[src/hdl/sliding_median_filter_macros.svh]
// Assertion macros used by the top-level sliding median filter RTL.
`ifndef SLIDING_MEDIAN_FILTER_MACROS_SVH
`define SLIDING_MEDIAN_FILTER_MACROS_SVH

// Same-cycle implication, checked on clk_i, off while rst_ni is low.
`define SMF_ASSERT_IMPL(lbl, ante, cons, msg) \
  lbl: assert property (@(posedge clk_i) disable iff (!rst_ni) (ante) |-> (cons)) \
    else $error(msg);

// Next-cycle implication, checked on clk_i, off while rst_ni is low.
`define SMF_ASSERT_NEXT(lbl, ante, cons, msg) \
  lbl: assert property (@(posedge clk_i) disable iff (!rst_ni) (ante) |=> (cons)) \
    else $error(msg);

`endif

[src/hdl/smf_pkg.sv]
// Package for the sliding median filter: sizes, types and shared helpers.
package smf_pkg;

  localparam int MAX_WINDOW   = 5;
  localparam int SAMPLE_WIDTH = 16;
  localparam int CFG_W        = 3;
  localparam int CNT_W        = $clog2(MAX_WINDOW + 1);

  // Work entry that meets the comparator: the one rotating into place next
  localparam int IDX_NEXT     = (MAX_WINDOW > 1) ? 1 : 0;

  typedef logic signed [SAMPLE_WIDTH-1:0]          sample_t;
  typedef logic [MAX_WINDOW-1:0][SAMPLE_WIDTH-1:0] sample_vec_t;
  typedef logic [CNT_W-1:0]                        cnt_t;
  typedef logic [CFG_W-1:0]                        cfg_t;

  localparam cfg_t WINDOW_RESET = cfg_t'(5);
  localparam cnt_t CNT_ONE      = cnt_t'(1);
  localparam cnt_t CNT_MAX      = cnt_t'(MAX_WINDOW);

  // Sequencer commands to the rank unit
  typedef struct packed {
    logic load;  // take a fresh copy of the history
    logic pick;  // start a pass: new candidate, reset rank counters
    logic cmp;   // one compare step and rotate
    logic eval;  // check finished pass against the middle ranks
  } rank_ctrl_t;

  // Window register to effective window: zero acts as one, saturate at max
  function automatic cnt_t clamp_window(cfg_t w);
    cnt_t res;
    if (w == '0) begin
      res = CNT_ONE;
    end else if (32'(w) > MAX_WINDOW) begin
      res = CNT_MAX;
    end else begin
      res = cnt_t'(w);
    end
    return res;
  endfunction

endpackage

[src/hdl/smf_history.sv]
// Sample history shift register and saturating fill count.
module smf_history (
  input  logic                 clk_i,
  input  logic                 rst_ni,
  input  logic                 push_i,
  input  smf_pkg::sample_t     sample_i,
  output smf_pkg::sample_vec_t hist_o,
  output smf_pkg::cnt_t        fill_next_o
);

  smf_pkg::sample_vec_t hist_q, hist_d;
  smf_pkg::cnt_t        fill_q, fill_d;

  // Count that the fill will reach with the beat now being pushed
  assign fill_next_o = (fill_q < smf_pkg::CNT_MAX) ? fill_q + smf_pkg::CNT_ONE : fill_q;

  // Newest sample goes in entry 0, the rest move one place older
  always_comb begin
    hist_d = hist_q;
    fill_d = fill_q;
    if (push_i) begin
      hist_d[0] = sample_i;
      for (int i = 1; i < smf_pkg::MAX_WINDOW; i++) begin
        hist_d[i] = hist_q[i-1];
      end
      fill_d = fill_next_o;
    end
  end

  // Payload: no reset needed
  always_ff @(posedge clk_i) begin
    hist_q <= hist_d;
  end

  always_ff @(posedge clk_i or negedge rst_ni) begin
    if (!rst_ni) begin
      fill_q <= '0;
    end else begin
      fill_q <= fill_d;
    end
  end

  assign hist_o = hist_q;

endmodule

[src/hdl/smf_rank.sv]
// Rank unit: one shared signed comparator ranks each candidate against a rotating copy.
module smf_rank (
  input  logic                 clk_i,
  input  logic                 rst_ni,
  input  smf_pkg::rank_ctrl_t  ctrl_i,
  input  smf_pkg::sample_vec_t hist_i,
  input  smf_pkg::cnt_t        count_i,
  output smf_pkg::sample_t     median_o
);

  smf_pkg::sample_vec_t work_q, work_d, work_rot;
  smf_pkg::sample_t     cand_q, cand_d;
  smf_pkg::sample_t     lo_q, lo_d, hi_q, hi_d;
  smf_pkg::cnt_t        lt_q, lt_d, le_q, le_d;
  smf_pkg::cnt_t        lo_rank, hi_rank;
  logic                 cmp_lt, cmp_eq;
  logic                 match_lo, match_hi;
  logic signed [smf_pkg::SAMPLE_WIDTH:0] sum, sum_half;

  // Shared comparator: entry about to rotate into place vs. candidate
  assign cmp_lt = $signed(work_q[smf_pkg::IDX_NEXT]) < cand_q;
  assign cmp_eq = work_q[smf_pkg::IDX_NEXT] == cand_q;

  // Rotate the first count entries down by one, head wraps to the tail
  always_comb begin
    for (int i = 0; i < smf_pkg::MAX_WINDOW; i++) begin
      if (smf_pkg::cnt_t'(i + 1) == count_i) begin
        work_rot[i] = work_q[0];
      end else begin
        work_rot[i] = work_q[(i + 1) % smf_pkg::MAX_WINDOW];
      end
    end
  end

  // Middle ranks; equal for odd counts
  assign lo_rank = smf_pkg::cnt_t'((count_i - smf_pkg::CNT_ONE) >> 1);
  assign hi_rank = smf_pkg::cnt_t'(count_i >> 1);

  // Candidate holds sorted rank r when lt <= r < le
  assign match_lo = ctrl_i.eval && (lt_q <= lo_rank) && (lo_rank < le_q);
  assign match_hi = ctrl_i.eval && (lt_q <= hi_rank) && (hi_rank < le_q);

  always_comb begin
    work_d = work_q;
    cand_d = cand_q;
    lt_d   = lt_q;
    le_d   = le_q;
    lo_d   = match_lo ? cand_q : lo_q;
    hi_d   = match_hi ? cand_q : hi_q;
    if (ctrl_i.pick) begin
      // Candidate counts itself as equal
      cand_d = ctrl_i.load ? smf_pkg::sample_t'(hist_i[0]) : smf_pkg::sample_t'(work_q[0]);
      lt_d   = '0;
      le_d   = smf_pkg::CNT_ONE;
      if (ctrl_i.load) begin
        work_d = hist_i;
      end
    end else if (ctrl_i.cmp) begin
      work_d = work_rot;
      lt_d   = lt_q + smf_pkg::cnt_t'(cmp_lt);
      le_d   = le_q + smf_pkg::cnt_t'(cmp_lt | cmp_eq);
    end
  end

  always_ff @(posedge clk_i) begin
    work_q <= work_d;
    cand_q <= cand_d;
    lo_q   <= lo_d;
    hi_q   <= hi_d;
  end

  always_ff @(posedge clk_i or negedge rst_ni) begin
    if (!rst_ni) begin
      lt_q <= '0;
      le_q <= smf_pkg::CNT_ONE;
    end else begin
      lt_q <= lt_d;
      le_q <= le_d;
    end
  end

  // Floor of the mean of the two middle values (same value for odd counts)
  assign sum      = {lo_d[smf_pkg::SAMPLE_WIDTH-1], lo_d} + {hi_d[smf_pkg::SAMPLE_WIDTH-1], hi_d};
  assign sum_half = sum >>> 1;
  assign median_o = smf_pkg::sample_t'(sum_half[smf_pkg::SAMPLE_WIDTH-1:0]);

endmodule

[src/hdl/sliding_median_filter.sv]
// An accepted sample beat starts ranking over count samples, where
// count = min(samples received, effective window), at most 5. The single
// comparator in the rank unit does count passes, one candidate per pass; the
// block takes no new sample until the median is loaded into the output register.
// Reset: asynchronous, active low; clears fill count, sequencer and output valid,
// and sets the window length to 5.
`include "sliding_median_filter_macros.svh"

module sliding_median_filter (
  input  logic                 clk_i,
  input  logic                 rst_ni,
  input  logic                 window_length_we_i,
  input  smf_pkg::cfg_t        window_length_i,
  input  logic                 sample_valid_i,
  output logic                 sample_stall_o,
  input  smf_pkg::sample_t     sample_i,
  output logic                 median_value_valid_o,
  input  logic                 median_value_stall_i,
  output smf_pkg::sample_t     median_value_o
);

  typedef enum logic [3:0] {
    ST_IDLE   = 4'b0001,
    ST_PICK   = 4'b0010,
    ST_CMP    = 4'b0100,
    ST_FINISH = 4'b1000
  } state_e;

  state_e               state_q, state_d;
  smf_pkg::cfg_t        window_q;
  smf_pkg::cnt_t        count_q, count_d;
  smf_pkg::cnt_t        pass_q, pass_d;
  smf_pkg::cnt_t        step_q, step_d;
  smf_pkg::cnt_t        win_eff, fill_next, count_new;
  smf_pkg::sample_vec_t hist;
  smf_pkg::sample_t     median, median_q;
  smf_pkg::rank_ctrl_t  rank_ctrl;
  logic                 accept, out_free, out_load, out_valid_q;
  logic                 last_pass;

  // Window length register
  always_ff @(posedge clk_i or negedge rst_ni) begin
    if (!rst_ni) begin
      window_q <= smf_pkg::WINDOW_RESET;
    end else if (window_length_we_i) begin
      window_q <= window_length_i;
    end
  end

  assign sample_stall_o = (state_q != ST_IDLE);
  assign accept         = sample_valid_i && !sample_stall_o;

  smf_history u_history (
    .clk_i       (clk_i),
    .rst_ni      (rst_ni),
    .push_i      (accept),
    .sample_i    (sample_i),
    .hist_o      (hist),
    .fill_next_o (fill_next)
  );

  // Samples taken into account for this beat
  assign win_eff   = smf_pkg::clamp_window(window_q);
  assign count_new = (fill_next < win_eff) ? fill_next : win_eff;

  assign out_free  = !out_valid_q || !median_value_stall_i;
  assign out_load  = (state_q == ST_FINISH) && out_free;
  assign last_pass = (pass_q == count_q - smf_pkg::CNT_ONE);

  // Rank unit commands
  always_comb begin
    rank_ctrl.pick = (state_q == ST_PICK);
    rank_ctrl.load = (state_q == ST_PICK) && (pass_q == '0);
    rank_ctrl.cmp  = (state_q == ST_CMP);
    rank_ctrl.eval = ((state_q == ST_PICK) && (pass_q != '0)) || (state_q == ST_FINISH);
  end

  smf_rank u_rank (
    .clk_i    (clk_i),
    .rst_ni   (rst_ni),
    .ctrl_i   (rank_ctrl),
    .hist_i   (hist),
    .count_i  (count_q),
    .median_o (median)
  );

  // Sequencer: count passes, each a pick followed by compare steps against the rest
  always_comb begin
    state_d = state_q;
    count_d = count_q;
    pass_d  = pass_q;
    step_d  = step_q;
    case (state_q)
      ST_IDLE: begin
        if (accept) begin
          count_d = count_new;
          pass_d  = '0;
          state_d = ST_PICK;
        end
      end
      ST_PICK: begin
        step_d = smf_pkg::CNT_ONE;
        if (count_q == smf_pkg::CNT_ONE) begin
          if (last_pass) begin
            state_d = ST_FINISH;
          end else begin
            pass_d = pass_q + smf_pkg::CNT_ONE;
          end
        end else begin
          state_d = ST_CMP;
        end
      end
      ST_CMP: begin
        if (step_q == count_q - smf_pkg::CNT_ONE) begin
          if (last_pass) begin
            state_d = ST_FINISH;
          end else begin
            pass_d  = pass_q + smf_pkg::CNT_ONE;
            state_d = ST_PICK;
          end
        end else begin
          step_d = step_q + smf_pkg::CNT_ONE;
        end
      end
      ST_FINISH: begin
        if (out_free) begin
          state_d = ST_IDLE;
        end
      end
      default: begin
        state_d = ST_IDLE;
      end
    endcase
  end

  always_ff @(posedge clk_i or negedge rst_ni) begin
    if (!rst_ni) begin
      state_q <= ST_IDLE;
      count_q <= smf_pkg::CNT_ONE;
      pass_q  <= '0;
      step_q  <= smf_pkg::CNT_ONE;
    end else begin
      state_q <= state_d;
      count_q <= count_d;
      pass_q  <= pass_d;
      step_q  <= step_d;
    end
  end

  // Output register: holds the median beat until taken
  always_ff @(posedge clk_i or negedge rst_ni) begin
    if (!rst_ni) begin
      out_valid_q <= 1'b0;
    end else if (out_load) begin
      out_valid_q <= 1'b1;
    end else if (!median_value_stall_i) begin
      out_valid_q <= 1'b0;
    end
  end

  always_ff @(posedge clk_i) begin
    if (out_load) begin
      median_q <= median;
    end
  end

  assign median_value_valid_o = out_valid_q;
  assign median_value_o       = median_q;

  `SMF_ASSERT_IMPL(a_count_range, state_q != ST_IDLE, (count_q != '0) && (count_q <= smf_pkg::CNT_MAX), "sample count out of range")
  `SMF_ASSERT_IMPL(a_pass_range, (state_q == ST_PICK) || (state_q == ST_CMP), pass_q < count_q, "pass index beyond count")
  `SMF_ASSERT_IMPL(a_step_range, state_q == ST_CMP, (step_q != '0) && (step_q < count_q), "compare step out of range")
  `SMF_ASSERT_NEXT(a_accept_start, accept, (state_q == ST_PICK) && (pass_q == '0), "accepted beat did not start ranking")
  `SMF_ASSERT_NEXT(a_finish_out, out_load, median_value_valid_o && (state_q == ST_IDLE), "finished median not presented")

endmodule

[config.mk]
export PLATFORM = sky130hd
export DESIGN_NAME = sliding_median_filter
export DESIGN_NICKNAME = d
export VERILOG_FILES = /design/src/hdl/smf_pkg.sv /design/src/hdl/smf_history.sv /design/src/hdl/smf_rank.sv /design/src/hdl/sliding_median_filter.sv
export VERILOG_INCLUDE_DIRS = /design/src /design/src/hdl
export SDC_FILE = /design/constraint.sdc
export NUM_CORES = 1
export LEC_CHECK = 0
export BUFFER_PORTS_ARGS = -buffer_cell sky130_fd_sc_hd__buf_4
export CAP_MARGIN = 15
export CORE_ASPECT_RATIO = 0.6
export CORE_UTILIZATION = 50
export DETAILED_ROUTE_END_ITERATION = 10
export GPL_ROUTABILITY_DRIVEN = 0
export PLACE_DENSITY = 0.71
export SYNTH_ARGS = -nofsm -noshare
export SYNTH_HDL_FRONTEND = slang
export SYNTH_SLANG_ARGS = --single-unit
[constraint.sdc]
create_clock -name clk_i -period 5 [get_ports clk_i]
set_input_delay 1.25 -clock clk_i [delete_from_list [all_inputs] [get_ports clk_i]]
set_output_delay 1.25 -clock clk_i [all_outputs]
set_load 0.01 [all_outputs]
======== Yosys cells after proc, flatten, opt, wreduce, memory -nomap -nowiden ========
Cells that the tools add are included.
operators by class
  reductions and logical operators ........ 24
  equal/unequal tests ..................... 22
  multiplexer cells ....................... 34
  $lt $le $gt $ge ......................... 8
  bitwise gates (word level) .............. 1
  add/sub/neg operators ................... 7
operators by type and width
  kind                                                    count
  2-to-1 mux 80 bit                                       3
  2-to-1 mux 16 bit                                       7
  2-to-1 mux 3 bit                                        13
  2-to-1 mux 4 bit                                        6
  adder 16 x 16 -> 17 bit                                 1
  equality test 16 bit                                    1
  less-than comparator 16 bit                             1
  case mux 4 bit (4 select lines)                         1
  adder 3 x 1 -> 3 bit (second input constant)            3
  case mux 3 bit (3 select lines)                         1
  logical AND 1 bit                                       8
  inequality test 2 x 1 -> 1 bit (second input constant)  4
  inequality test 2 bit (second input constant)           4
  AND reduction 4 bit                                     2
  equality test 2 x 3 -> 1 bit (first input constant)     2
  equality test 3 bit                                     2
  less-or-equal comparator 3 x 2 -> 1 bit                 2
  zero test 3 bit                                         2
  less-than comparator 2 x 3 -> 1 bit                     2
  case mux 3 bit (2 select lines)                         1
  AND reduction 2 bit                                     3
  nonzero test 3 bit                                      2
  equality test 4 x 1 -> 1 bit (second input constant)    1
  equality test 4 x 2 -> 1 bit (second input constant)    1
  other kinds (19)                                        23
word-level totals
  bits in registers ....................... 250

======== Logic depth before layout (Yosys ltp) ========
  word-level depth ........................ 7
  gate-level depth with buffers ........... 22
  gate-level depth less buffers ........... 21

======== Cells and area by module ========
Synthesis repeated with hierarchy kept, for this count alone.
second synthesis, totals
  cell total of the unflattened synthesis .. 863
  area, all modules ....................... 11305.8 µm²
by module, submodules not included
  module                 times used  cells an instance  area an instance (µm²)  seq. area each (µm²)
  smf_rank               1           637                7156.9                  3674.8
  smf_history            1           97                 2580.0                  2477.4
  sliding_median_filter  1           129                1569.0                  912.1

======== Worst setup path after synthesis ========
Ideal clock, no wire load.
  kind .................................... reg2reg
  from .................................... register count_q[0]
  to ...................................... register median_q[13] (netlist: median_value_o[13]) (data pin)
  arrival ................................. 3.987 ns
  setup time .............................. 0.258 ns
  data required time ...................... 4.742 ns
  cell stages (with the launch flop) ...... 22
  slack ................................... 0.755 ns
  buffers on the path ..................... 1
  period minus slack after synthesis ...... 4.245 ns
  path through ............................ dfstp_2 -> inv_1 -> ha_1 -> xnor2_2 -> inv_1 -> ha_1 -> a21boi_0 -> o21bai_1 -> nand4_2 -> clkbuf_1 -> nand2_1 -> o21ai_0 -> ha_1 -> nor2b_1 -> o21ai_1 -> nand2b_1 -> a21oi_1 -> o21ai_1 -> a311o_1 -> a21o_1 -> a21o_1 -> xor2_1
between the ends
  longest elaborated chain between the ends .. 6
  elaborated cells between the ends (all ways) .. 7
  classes of those cells .................. 2 x add/sub; 2 x order compare; 1 x mux; 2 x reduce/logical
RTL lines
  what                                     RTL line                      RTL
  start, declared                          sliding_median_filter.sv:31   smf_pkg::cnt_t count_q, count_d;
  start signal, assigned                   sliding_median_filter.sv:139  count_q <= smf_pkg::CNT_ONE;
  start signal, assigned                   sliding_median_filter.sv:144  count_q <= count_d;
  subtractor 3 x 1 -> 3 bit *              smf_rank.sv:36                assign lo_rank = smf_pkg::cnt_t'((count_i - smf_pkg::CNT_ONE) >> 1);
  less-or-equal comparator 3 x 2 -> 1 bit  smf_rank.sv:40                assign match_lo = ctrl_i.eval && (lt_q <= lo_rank) && (lo_rank < le_q);
  logical AND 1 bit                        smf_rank.sv:40
  logical AND 1 bit *                      smf_rank.sv:40
  2-to-1 mux 16 bit *                      smf_rank.sv:48                lo_d = match_lo ? cand_q : lo_q;
  via u_rank.lo_d[2]                       smf_rank.sv:13                smf_pkg::sample_t lo_q, lo_d, hi_q, hi_d;
  adder 16 x 16 -> 17 bit *                smf_rank.sv:83                assign sum = {lo_d[smf_pkg::SAMPLE_WIDTH-1], lo_d} + {hi_d[smf_pkg::SAMPLE_WIDTH-1], hi_d};
  via median[13]                           sliding_median_filter.sv:36   smf_pkg::sample_t median, median_q;
  end signal, assigned                     sliding_median_filter.sv:163  median_q <= median;
  end, declared                            sliding_median_filter.sv:36
The timed path passes the listed nets; every way through them passes the cells marked *.
A chain may end at the register's enable or synchronous reset.

======== Worst setup path in the final report ========
  from .................................... register count_q[0]
  to ...................................... register median_q[14] (netlist: median_value_o[14]) (data pin)
The elaborated chain is that of the path after synthesis.

==> flow_summary.ini <==
[status]
outcome = complete, no violations

[power_and_ir_drop]
irDropWorstVdd_v = 0.000231
powerDensity_nw_per_um2 = 327
swShare_pct = 19.0
clockPowerShare_pct = 45.3
power.leakage_nw = 5.32
seqPwrFrac_pct = 54.0
p_switching_mw = 0.781
pwr-share-comb_pct = 0.7
p_int_mw = 3.32

[setup_path]
startpoint = count_q[0]$_DFFE_PN1P_
rr_startpoint = count_q[0]$_DFFE_PN1P_
worstPathArrival_ps = 5070
startpoint_type = register
cp.required_ps = 5270
critPathMaxFanout = 24
critPathKind = register to register
endpoint_kind = register
worst-r2r-cell-count = 19

[logic_synthesis]
synthArstFlopShare_pct = 10.4
synth_seq_cells = 250
avgSynthCellArea_um2 = 12.2
ys_seq_area_share_pct = 63.8
muxShareOfSynthArea_pct = 6.83
synth_fp_nets = 986
syn-cell-area_um2 = 11100
synth_top_family_by_area = simple AND/OR/NAND/NOR gates
synth_edf_count = 192
yosysTopAreaCell = edfxtp_1
synth_xor_area_share_pct = 1.97
synthAdderAreaFrac_pct = 6.06
post_synth_num_cell_types = 55
synth_compound_area_share_pct = 8.43
yosys.area.top_type_share_pct = 52.1
synth_cells = 909
yosys_warnings = 0
yosys.area_share.simple_pct = 10.5
synth-main-ff-cell = edfxtp_1
ys_top_cells_by_area = edfxtp_1 52%, nand2_1 7.2%, ha_1 5.9%

[route]
wl_mm = 21.9
wl_per_cell_um = 17.4
vias = 6798
drtPass1Iterations = 5
ant_nets = 0
viasPerCell = 5.42
drc = 0
drt-initial-drc-count = 552

[finish]
multi_input_area_um2 = 3750
layout_commonest_cell = nand2_1
final_cells = 1255
nets = 1035
area_delta_synth_final_pct = 13.4
drive_above_1_share_pct = 12.2
register_area_um2 = 7060
nFillCells = 1710
antenna_cells = 0
layout_common_cells = 211 x nand2_1, 192 x edfxtp_1, 92 x o21ai_0

[timing]
fmax_mhz = 209
worst_slew_pin_slew_ps = 814
fin_crit_ps = 4790
setup_violations = 0
hold_viol_final = 0
max_slew_margin_pct = 45.7
finalSetupTns_ps = 0
slew_violations = 0
rsz0062_at_grt = false
fin_skew_ps = 8.76
timing.final.crit_share_pct = 95.8

[global_routing]
grt_pass1_vias = 6725
grt_use_total_pct = 20.2
grt_max_degree = 84
antenna_found_initial = 0
grt_pass1_wl_mm = 36.0
grt_overflow_total = 0

[clocking]
insertion_delay_ps = 520
cts_root_buffer = clkbuf_16
numCtsBuffers = 24
clockBufferDepth = 3
htree_levels = 1
cts_hold_buf = 0
cts_tree = done
cts-resized-gates = 0
path_clk_slew_ps = 70
clock-sinks = 250
cts_setup_buffers = 0

[run]
drv_cap = 0

[worst_hold_path]
min-delay-start = u_history.hist_o[60]$_DFFE_PP_
hp-class = register to register
holdPathStages = 0

[place]
io_buffers = 41
place_inst = 1211
hpwl_mm = 14.2

[floorplan]
ioPinCount = 42
design.core.area_um2 = 21300
floorplan.initialDensity_pct = 51.9
fp.dieH_um = 117
fp-row-count = 41
fp.dieW_um = 194
dieArea_um2 = 22800
[layout make-up]
class                           count  share of cell area (%)
Multi-Input combinational cell    590                    29.8
Clock buffer                       37                    6.02
Tap cell                          279                    2.78
Timing Repair Buffer               55                    3.49
Sequential cell                   250                    56.3
Clock inverter                      7                   0.498
Inverter                           37                    1.14
[flip-flops by register name, indices dropped and copies added (netlist names), 4 cells and up]
register          count
u_rank.work_q        80
u_rank.lo_q          16
median_value_o       16
u_rank.hi_q          16
u_history.hist_o     80
u_rank.cand_q        16
state_q               4
[cell usage after synthesis, types with 2 or more instances]
master / instances
xnor2_1: 10
o21ai_0: 92
or3_1: 3
mux2_4: 2
and3_1: 2
nor2_1: 21
mux2_1: 16
o21bai_1: 5
edfxtp_1: 192
o21a_1: 5
nand4_2: 2
nand3b_1: 2
nand4_1: 3
and2_1: 2
mux2i_1: 50
clkbuf_1: 28
a21o_1: 10
buf_2: 3
xor2_1: 13
mux2_2: 4
dfxtp_1: 32
a311o_1: 2
nor3_1: 4
o21ai_1: 9
nand3_1: 7
inv_1: 36
dfstp_2: 6
dfrtp_1: 20
nand2b_1: 6
nor2b_1: 9
a31oi_1: 6
a211o_1: 2
a21oi_1: 22
ha_1: 52
nand2_1: 211
[final timing paths]
check | to | slack (ps)
max reg2reg | median_value_o[14]$_DFFE_PP_ | 210
max | median_value_o[14]$_DFFE_PP_ | 210
min reg2reg | u_history.hist_o[76]$_DFFE_PP_ | 450
min in group asynchronous | u_history.fill_q[2]$_DFFE_PN0P_ | 630
min | u_history.hist_o[76]$_DFFE_PP_ | 450
max in group asynchronous | u_rank.le_q[0]$_DFFE_PN1N_ | 4070
[power groups by stage]
| stage | clock (mW) | sequential [mW] | combinational (mW) |
|---|---|---|---|
| after CTS | 1.89 | 2.21 | 0.0288 |
| after detailed placement | 0 | 2.26 | 0.0287 |
| final | 1.86 | 2.21 | 0.0282 |
| after global placement | 0 | 2.26 | 0.0282 |
| after global routing | 1.98 | 2.21 | 0.0318 |
| after floorplan | 0 | 2.26 | 0.00837 |
[kinds of logic (layout without fill, tap and decap cells)]
| family | after synthesis | in the layout |
|---|---|---|
| AO/OA/AOI/OAI | 163 | 163 |
| flip-flops | 250 | 250 |
| adder cells (fa/ha/maj) | 53 | 53 |
| buffers and inverters | 69 | 136 |
| AND/OR/NAND/NOR | 278 | 278 |
| multiplexers | 72 | 72 |
| XOR/XNOR | 24 | 24 |
[per-stage QoR]
stage | power (mW) | util (%) | cell area (um^2) | hold WS, ps | worst slack (ps)
floorplan | 2.27 | - | 11100 | 426 | 755
global placement | 2.29 | 55.0 | 11700 | 430 | 491
detailed placement | 2.29 | 55.0 | 11700 | 432 | 271
CTS | 4.14 | 58.8 | 12600 | 449 | 252
global route | 4.22 | 58.8 | 12600 | 453 | 9.52
finish | 4.10 | 58.8 | 12600 | 447 | 208
[metal layers]
metal	wire [um]	global-route usage, %	vias up
li1	-	-	3332
met2	9110	29.8	130
met3	1030	3.87	28
met1	11400	31.2	3308
met4	349	4.13	0
met5	0	0	-
[worst max-delay path, cell delays in order, from the launching register on]
cell	delay (ps)
dfstp_2	600
inv_1	100
ha_1	240
xnor2_2	280
inv_1	80
ha_1	270
a21boi_0	130
o21bai_1	160
nand4_2	270
buf_4	300
o21ai_0	260
ha_1	340
and3_1	260
a31oi_1	170
o21ai_0	120
a31oi_1	220
a21oi_1	100
a2111o_1	380
a21oi_1	170
xnor2_1	80
No activity file was read; power rests on OpenSTA's default activity.
